**config.mk**
```make
export PLATFORM = sky130hd
export DESIGN_NAME = pma_front
export DESIGN_NICKNAME = d
export VERILOG_FILES = /design/src/hdl/pma_pkg.sv /design/src/hdl/pma_front.sv
export SDC_FILE = /design/constraint.sdc
export NUM_CORES = 1
export LEC_CHECK = 0
export BUFFER_PORTS_ARGS = -buffer_cell sky130_fd_sc_hd__buf_2
export CAP_MARGIN = 20
export CORE_MARGIN = 4
export CORE_UTILIZATION = 45
export DETAILED_ROUTE_END_ITERATION = 10
export PLACE_DENSITY = 0.85
export SYNTH_ARGS = -nofsm -noshare
export SYNTH_HDL_FRONTEND = slang
export SYNTH_SLANG_ARGS = --single-unit
```
**constraint.sdc**
```tcl
create_clock -name clk -period 8.78 [get_ports clk]
set_input_delay 1.756 -clock clk [delete_from_list [all_inputs] [get_ports clk]]
set_output_delay 1.756 -clock clk [all_outputs]
set_load 0.05 [all_outputs]
```
**src/hdl/pma_pkg.sv**
```systemverilog
// Shared types and constants of the particle moment accumulator.
`timescale 1ns / 1ps

package pma_pkg;

    localparam int unsigned CoordW = 24;
    localparam int unsigned SumW   = 64;

    localparam logic [1:0] CFG_ORIGIN_X = 2'd0;
    localparam logic [1:0] CFG_ORIGIN_Y = 2'd1;
    localparam logic [1:0] CFG_ORIGIN_Z = 2'd2;

    // One classified particle as it passes from the front end to the back end.
    typedef struct packed {
        logic              active;
        logic              last;
        logic [CoordW-1:0] mass;
        logic [CoordW-1:0] pos_x;
        logic [CoordW-1:0] pos_y;
        logic [CoordW-1:0] pos_z;
        logic [CoordW-1:0] vel_x;
        logic [CoordW-1:0] vel_y;
        logic [CoordW-1:0] vel_z;
    } particle_t;

    typedef struct packed {
        logic signed [SumW-1:0] total_mass;
        logic signed [SumW-1:0] com_x;
        logic signed [SumW-1:0] com_y;
        logic signed [SumW-1:0] com_z;
        logic signed [SumW-1:0] mom_x;
        logic signed [SumW-1:0] mom_y;
        logic signed [SumW-1:0] mom_z;
        logic signed [SumW-1:0] angmom_x;
        logic signed [SumW-1:0] angmom_y;
        logic signed [SumW-1:0] angmom_z;
        logic [SumW-2:0]        kinetic_energy;
        logic                   saturated;
    } totals_t;

    // Saturating signed add; the top bit of the result reports a clamp.
    function automatic logic [SumW:0] sat_add(input logic signed [SumW-1:0] a,
                                              input logic signed [SumW-1:0] b);
        logic signed [SumW:0] s;
        s = {a[SumW-1], a} + {b[SumW-1], b};
        if (s[SumW] != s[SumW-1])
            return {1'b1, s[SumW], {(SumW-1){~s[SumW]}}};
        return {1'b0, s[SumW-1:0]};
    endfunction

endpackage

```
**src/hdl/pma_front.sv**
```systemverilog
// Front end: takes particle beats, classifies them and queues them for the back end.
`timescale 1ns / 1ps

module pma_front
(
    input  logic                clk,
    input  logic                rst_n,
    input  logic                s_tvalid,
    output logic                s_tready,
    input  logic [167:0]        s_tdata,
    input  logic                s_tuser,
    input  logic                s_tlast,
    output logic                q_valid,
    input  logic                q_pop,
    output pma_pkg::particle_t  q_item
);

    pma_pkg::particle_t slot_reg [2];
    logic [1:0] cnt_reg;
    logic [1:0] cnt_next;
    logic       rd_reg;
    logic       wr_reg;
    logic       push;
    pma_pkg::particle_t item;

    always_comb
    begin
        item.mass   = s_tdata[23:0];
        item.pos_x  = s_tdata[47:24];
        item.pos_y  = s_tdata[71:48];
        item.pos_z  = s_tdata[95:72];
        item.vel_x  = s_tdata[119:96];
        item.vel_y  = s_tdata[143:120];
        item.vel_z  = s_tdata[167:144];
        item.last   = s_tlast;
        item.active = (s_tdata[23:0] != '0) && !s_tuser;
    end

    assign s_tready = (cnt_reg != 2'd2);
    assign push     = s_tvalid && s_tready;
    assign q_valid  = (cnt_reg != 2'd0);
    assign q_item   = slot_reg[rd_reg];
    assign cnt_next = cnt_reg + {1'b0, push} - {1'b0, q_pop};

    always_ff @(posedge clk or negedge rst_n)
    begin
        if (!rst_n)
        begin
            cnt_reg <= '0;
            rd_reg  <= 1'b0;
            wr_reg  <= 1'b0;
        end
        else
        begin
            cnt_reg <= cnt_next;
            if (push)
                wr_reg <= ~wr_reg;
            if (q_pop)
                rd_reg <= ~rd_reg;
        end
    end

    always_ff @(posedge clk)
    begin
        if (push)
            slot_reg[wr_reg] <= item;
    end

endmodule

```
==> results of run 1 <==
-- cell families (layout without fill, tap and decap cells) --
logic type / count (synthesis) / count (layout) / synth area share [%]
compound gates: 3 / 3 / 0.1652
fa+ha+maj: 1 / 1 / 0.09717
xor+xnor: 4 / 4 / 0.2722
mux: 170 / 170 / 17.49
flops: 344 / 344 / 80.08
simple gates: 13 / 13 / 0.6221
buf+inv: 19 / 416 / 1.273
-- final timing paths --
check,startpoint,to,cells after the start
worst max-delay path,rd_reg$_DFFE_PN0P_,q_item[39],3
worst min register to register,wr_reg$_DFFE_PN0P_,wr_reg$_DFFE_PN0P_,1
min in group asynchronous,rst_n,rd_reg$_DFFE_PN0P_,1
worst min-delay path,wr_reg$_DFFE_PN0P_,wr_reg$_DFFE_PN0P_,1
worst max register to register,cnt_reg[0]$_DFF_PN0_,slot_reg[0][125]$_DFFE_PP_,4
max in group asynchronous,rst_n,rd_reg$_DFFE_PN0P_,1
-- layer usage --
metal / vias up / GRT usage, % / share of wire (%)
li1: 2956 / - / -
met1: 3161 / 18.22 / 37
met2: 279 / 27.14 / 51
met3: 70 / 4.828 / 7.8
met4: 10 / 5.706 / 3.7
met5: - / 0 / 0.25
-- per-stage QoR --
step | cell area (µm²) | power, mW | instances | hold slack [ns] | utilization [%]
final | 16180 | 6.611 | 1329 | 0.5689 | 57.76
after CTS | 16180 | 6.691 | 1329 | 0.5670 | 57.76
after detailed placement | 14970 | 5.142 | 1264 | 0.5501 | 53.45
after global placement | 14970 | 5.095 | 1264 | 0.5231 | 53.45
after floorplan | 12880 | 4.653 | 554 | 0.4788 | -
after global routing | 16180 | 6.877 | 1329 | 0.5855 | 57.76
-- cell usage after synthesis --
master	n	area (µm²)
buf_6	11	123.9
or2_2	1	6.260
dfrtp_1	4	100.1
ha_1	1	12.51
mux2_2	80	900.9
nor2_1	1	3.750
buf_2	8	40.04
xnor2_1	3	26.28
nand2b_1	1	6.260
nor3b_1	1	7.510
nor4_1	6	37.54
edfxtp_1	340	10210
and4_1	1	8.760
mux2_4	90	1351
a21bo_2	1	10.01
nand2_1	1	3.750
and3_1	1	6.260
a21oi_1	1	5.000
a31oi_1	1	6.260
xor2_1	1	8.760
-- worst register-to-register path: cells and delay by family, from the launching register on --
| family | cells | cell delay [ns] |
|---|---|---|
| simple gates | 3 | 0.95 |
| buf+inv | 1 | 0.87 |
| flops | 1 | 0.39 |
-- final cells by class --
class	instances	area share, %
clock buffers	42	5.839
repair buffers	351	10.95
flip-flops and latches	344	63.75
well taps	378	2.923
multi-input cells	191	14.92
clock inverters	23	1.624
-- where the power goes --
part,leakage [nW],switching (mW),internal (mW)
combinational,2.49,1.90,0.782
sequential,3.21,0.152,2.25
clock,0.596,0.580,0.947
total,6.29,2.63,3.98
==> out/metrics.csv, run 1 <==
stage,metric,value,unit
timing,fin_tns_setup,0,ns
timing,finalHoldViolations,0,
layout,area_growth_syn_to_layout,25.67,%
worst_setup_path,critical_path.max_stage_delay,1.05,ns
clock_network,cts_made_buffers,36,
layout,drive_above_1_share,60.78,%
timing,setup_viol,0,
detailed_routing,wl_per_cell,19.19,µm
worst_setup_path,rrSetupSlack,6.08,ns
layout,seq_area,10310,µm²
clock_network,htreeDepth,2,
die,die-width,177.1,µm
power_and_ir_drop,leakage,6.290,nW
clock_network,path_clk_slew,0.06,ns
die,initial_core_util,45.96,%
timing,clock_skew,0.01098,ns
timing,fin_crit_sh,55.96,%
power_and_ir_drop,power_density,408.6,nW/µm²
timing,max_freq,0.2035,GHz
global_route,grt_pass1_wl,38.03,mm
layout,final_common_cell,buf_2,
worst_setup_path,startpoint_type,flip-flop,
die,io_pins,346,
layout,layout_common_cells,"345 x buf_2, 340 x edfxtp_1, 90 x mux2_4, 80 x mux2_2, 37 x clkbuf_16",
timing,worst_pin_slew,1.063,ns
clock_network,cts_resized,0,
timing,period_needed,4.913,ns
synthesis,syn-cell-area,12870,µm²
worst_setup_path,worstPathBufferInverterCount,2,
synthesis,synth_seq_cells,344,
layout,diodes,0,
detailed_routing,vias,6476,
global_route,grt_max_degree,78,
synthesis,ys_types,20,
synthesis,yosysWarningCount,0,
global_route,grt_usage,15.57,%
clock_network,ctsHoldBuffers,0,
worst_setup_path,cp_slowest_cell,dfrtp_4,
synthesis,synth_nets,729,
status,status,finished clean,
detailed_routing,wl,25.50,mm
worst_setup_path,crit_chain,buf_4 > mux2_2 > buf_2,
layout,largest_reg_flops,340,
placement,io_buffers,345,
die,die_area,31380,µm²
clock_network,cts_root_buf,clkbuf_16,
global_route,grt_pass1_vias,6924,
worst_setup_path,cp-end-kind,primary output,
synthesis,synth_cells,554,
synthesis,ys_seq_area_share,80.08,%
detailed_routing,ant_nets,0,
layout,fin_nets,1099,
clock_network,clk_latency,0.50,ns
worst_hold_path,min_path_type,reg2reg,
synthesis,avgSynthCellArea,23.24,µm²
worst_setup_path,arrival,3.16,ns
die,coreArea,28010,µm²
global_route,grt_overflow_total,0,
die,die_h,177.1,µm
timing,rsz0062_at_grt,no,
layout,multi_input_area,2414,µm²
power_and_ir_drop,peakVddDrop,273.3,µV
worst_setup_path,critPathRequiredTime,7.02,ns
placement,gp_congestion,0.7926,
clock_network,cts_setup_buffers,0,
worst_setup_path,cp_top_family,buffers and inverters,
die,rows,61,
timing,slew_headroom,29.16,%
worst_setup_path,worstPathMaxFanout,67,
placement,place_ws,4.332,ns
detailed_routing,drtIter0Drc,383,
timing,setup_slack,3.867,ns
clock_network,clock-sinks,344,
timing,final_max_slew_viol_count,0,
global_route,antenna_found_initial,5,
detailed_routing,dr.pass1.iters,4,
clock_network,cts_tree,done,
detailed_routing,drt-vias-per-instance,4.873,
placement,hpwl,17.17,mm
detailed_routing,drcViolationCount,0,
worst_setup_path,crit_type,reg2out,
clock_network,max-clock-path-buffers,3,
run,cap_violations,0,
layout,nFillCells,2071,
(Power assumes the default switching activity.)
==> inputs of run 2 (changes only) <==
ABC_AREA = 1   (was unset)
PLACE_DENSITY = 0.82   (was 0.85)
clock period = 4.69 ns   (was 8.78 ns; I/O delays follow)
==> out/metrics.csv, run 2 <==
stage,metric,value,unit,change
status,status,finished clean,,unchanged
die,initial_core_util,46.09,%,was 45.96%
global_route,grt_overflow_total,0,,unchanged
clock_network,max-clock-path-buffers,3,,unchanged
layout,layout_common_cells,"345 x buf_2, 340 x edfxtp_1, 90 x mux2_4, 80 x mux2_2, 37 x clkbuf_16",,unchanged
placement,dpl.cell_count,1284,,"was 1,264"
clock_network,cts_root_buf,clkbuf_16,,unchanged
layout,largest_reg_flops,340,,unchanged
layout,area_growth_syn_to_layout,25.44,%,was 25.67%
worst_setup_path,arrival,2.51,ns,was 3.16 ns
detailed_routing,wl_per_cell,19.02,µm,was 19.19 µm
clock_network,clk_latency,0.51,ns,was 0.50 ns
worst_setup_path,crit-reg2reg-launch,cnt_reg[1]$_DFF_PN0_,,was cnt_reg[0]$_DFF_PN0_
timing,max_freq,0.2903,GHz,
synthesis,ys_seq_area_share,79.86,%,was 80.08%
power_and_ir_drop,peakVddDrop,613.7,µV,was 273.3 µV
die,die_h,177.4,µm,was 177.1 µm
die,rows,61,,unchanged
timing,worst_pin_slew,0.7406,ns,was 1.063 ns
worst_setup_path,crit_type,reg2out,,unchanged
synthesis,synth_ff_type,edfxtp_1,,unchanged
timing,rsz0062_at_grt,no,,unchanged
detailed_routing,wl,25.66,mm,was 25.50 mm
synthesis,synth_nets,748,,was 729
synthesis,synth_common_cells,"340 x edfxtp_1, 90 x mux2_4, 80 x mux2_2",,unchanged
synthesis,synth_enable_flop_cells,340,,unchanged
synthesis,synth_seq_cells,344,,unchanged
timing,fin_crit_sh,73.44,%,
synthesis,yosysMostFrequentCell,edfxtp_1,,unchanged
die,die-width,177.4,µm,was 177.1 µm
clock_network,htreeDepth,2,,unchanged
synthesis,syn-cell-area,12910,µm²,"was 12,870 µm²"
global_route,grt_max_degree,98,,was 78
worst_hold_path,min_path_type,in2async,,was reg2reg
power_and_ir_drop,leakage,6.299,nW,was 6.290 nW
synthesis,yosysTopAreaCell,edfxtp_1,,unchanged
layout,final_common_cell,buf_2,,unchanged
layout,finalNonFillerCells,1349,,"was 1,329"
synthesis,avgSynthCellArea,22.53,µm²,was 23.24 µm²
timing,setup_viol,0,,unchanged
run,cap_violations,0,,unchanged
worst_setup_path,worstPathMaxFanout,53,,was 67
worst_setup_path,critPathRequiredTime,3.75,ns,was 7.02 ns
timing,finalHoldViolations,0,,unchanged
clock_network,cts_setup_buffers,0,,unchanged
synthesis,synth_top_cells_by_area,"edfxtp_1 79%, mux2_4 10%, mux2_2 7.0%",,unchanged
timing,period_needed,3.444,ns,
detailed_routing,dr.pass1.iters,4,,unchanged
synthesis,ys_async_sr_fraction,1.163,%,unchanged
worst_setup_path,startpoint_type,flip-flop,,unchanged
die,io_pins,346,,unchanged
clock_network,path_clk_slew,0.06,ns,about the same
layout,nFillCells,2093,,"was 2,071"
detailed_routing,drtIter0Drc,462,,was 383
global_route,grt_pass1_wl,38.59,mm,was 38.03 mm
clock_network,cts_made_buffers,36,,unchanged
global_route,grt_usage,15.70,%,was 15.57%
synthesis,yosysTopAreaCellShare,79.09,%,was 79.30%
clock_network,cts_resized,0,,unchanged
clock_network,ctsHoldBuffers,0,,unchanged
global_route,antenna_found_initial,6,,was 5
layout,drive_above_1_share,59.90,%,was 60.78%
power_and_ir_drop,finalPower,12.12,mW,was 6.611 mW
die,die_area,31460,µm²,"was 31,380 µm²"
worst_setup_path,r2r-end,slot_reg[0][48]$_DFFE_PP_,,was slot_reg[0][125]$_DFFE_PP_
die,coreArea,28010,µm²,unchanged
placement,io_buffers,345,,unchanged
synthesis,yosysWarningCount,0,,unchanged
placement,hpwl,17.26,mm,was 17.17 mm
detailed_routing,vias,6514,,"was 6,476"
timing,slew_headroom,50.63,%,was 29.16%
global_route,grt_pass1_vias,7028,,"was 6,924"
worst_setup_path,rrSetupSlack,2.53,ns,was 6.08 ns
clock_network,clock-sinks,344,,unchanged
placement,gp_congestion,0.7523,,was 0.7926
detailed_routing,ant_nets,0,,unchanged
worst_setup_path,cp-end-kind,primary output,,unchanged
layout,fin_nets,1119,,"was 1,099"
synthesis,synth_cells,573,,was 554
synthesis,ys_types,15,,was 20
worst_setup_path,ff2ff_path_depth,4,,unchanged
timing,final_max_slew_viol_count,0,,unchanged
power_and_ir_drop,power_density,748.7,nW/µm²,was 408.6 nW/µm²
detailed_routing,drt-vias-per-instance,4.829,,was 4.873
clock_network,cts_tree,done,,unchanged
timing,clock_skew,0.01546,ns,was 0.01098 ns
detailed_routing,drcViolationCount,0,,unchanged
-- run 2: worst max-delay path by stage --
| stage | startpoint | to | slack (ns) | cells past startpoint |
|---|---|---|---|---|
| floorplan | s_tvalid | slot_reg[1][0]$_DFFE_PP_ | -1.30 | 2 |
| global placement | rd_reg$_DFFE_PN0P_ | q_item[48] | 1.75 | 3 |
| detailed placement | rd_reg$_DFFE_PN0P_ | q_item[48] | 1.75 | 3 |
| CTS | rd_reg$_DFFE_PN0P_ | q_item[48] | 1.17 | 3 |
| global route | rd_reg$_DFFE_PN0P_ | q_item[48] | 1.10 | 3 |
| finish | rd_reg$_DFFE_PN0P_ | q_item[48] | 1.25 | 3 |
-- run 2: per-layer routing --
layer  routed length [µm]  vias up  global-route usage, %
met1                 9469     3195                  18.12
met3                 2297       62                  5.241
li1                     -     2998                      -
met2                13160      249                  27.67
met5                   60        -                      0
met4                  671       10                  5.156
-- run 2: worst max-delay path: stages, from the launching register on --
cell and delay [ns]:
dfrtp_4 0.91, buf_12 0.41, mux2_2 0.39, buf_2 0.21
-- run 2: final cells by class --
cell class / instances / area (µm²) / share of cell area, %
inverter: 4 / 15.01 / 0.09271
antenna: 1 / 2.502 / 0.01545
clock buffer: 42 / 944.7 / 5.833
timing repair buffer: 352 / 1854 / 11.45
sequential: 344 / 10310 / 63.69
clock inverter: 22 / 155.1 / 0.9580
multi-input combinational: 206 / 2436 / 15.04
tap: 378 / 473.0 / 2.920
-- run 2: metrics by stage --
stage               utilization (%)  TNS (ns)  setup WS (ns)  hold WS (ns)  cell area [µm²]
finish                        57.81         0          1.246        0.2237            16190
global route                  57.81         0          1.096        0.1948            16190
CTS                           57.81         0          1.173        0.1885            16190
detailed placement            53.88         0          1.750        0.5187            15090
global placement              53.88         0          1.753        0.5038            15090
floorplan                         -   -439.54         -1.298        0.4921            12910
-- run 2: cell families (layout without fill, tap and decap cells) --
| group | count (synthesis) | in the layout | synth area share [%] |
|---|---|---|---|
| flip-flops | 344 | 344 | 79.86 |
| multiplexers | 170 | 170 | 17.45 |
| AND/OR/NAND/NOR | 30 | 30 | 0.9013 |
| buffers and inverters | 23 | 420 | 1.386 |
| XOR/XNOR | 4 | 4 | 0.2714 |
| adder cells (fa/ha/maj) | 1 | 1 | 0.09690 |
| AO/OA/AOI/OAI | 1 | 1 | 0.03873 |
| other | 0 | 1 | 0 |
-- run 2: report_power, final --
part	switching (mW)	internal [mW]	leakage, nW
clock	1.12	1.51	0.536
sequential	0.247	4.19	3.20
combinational	3.57	1.49	2.56
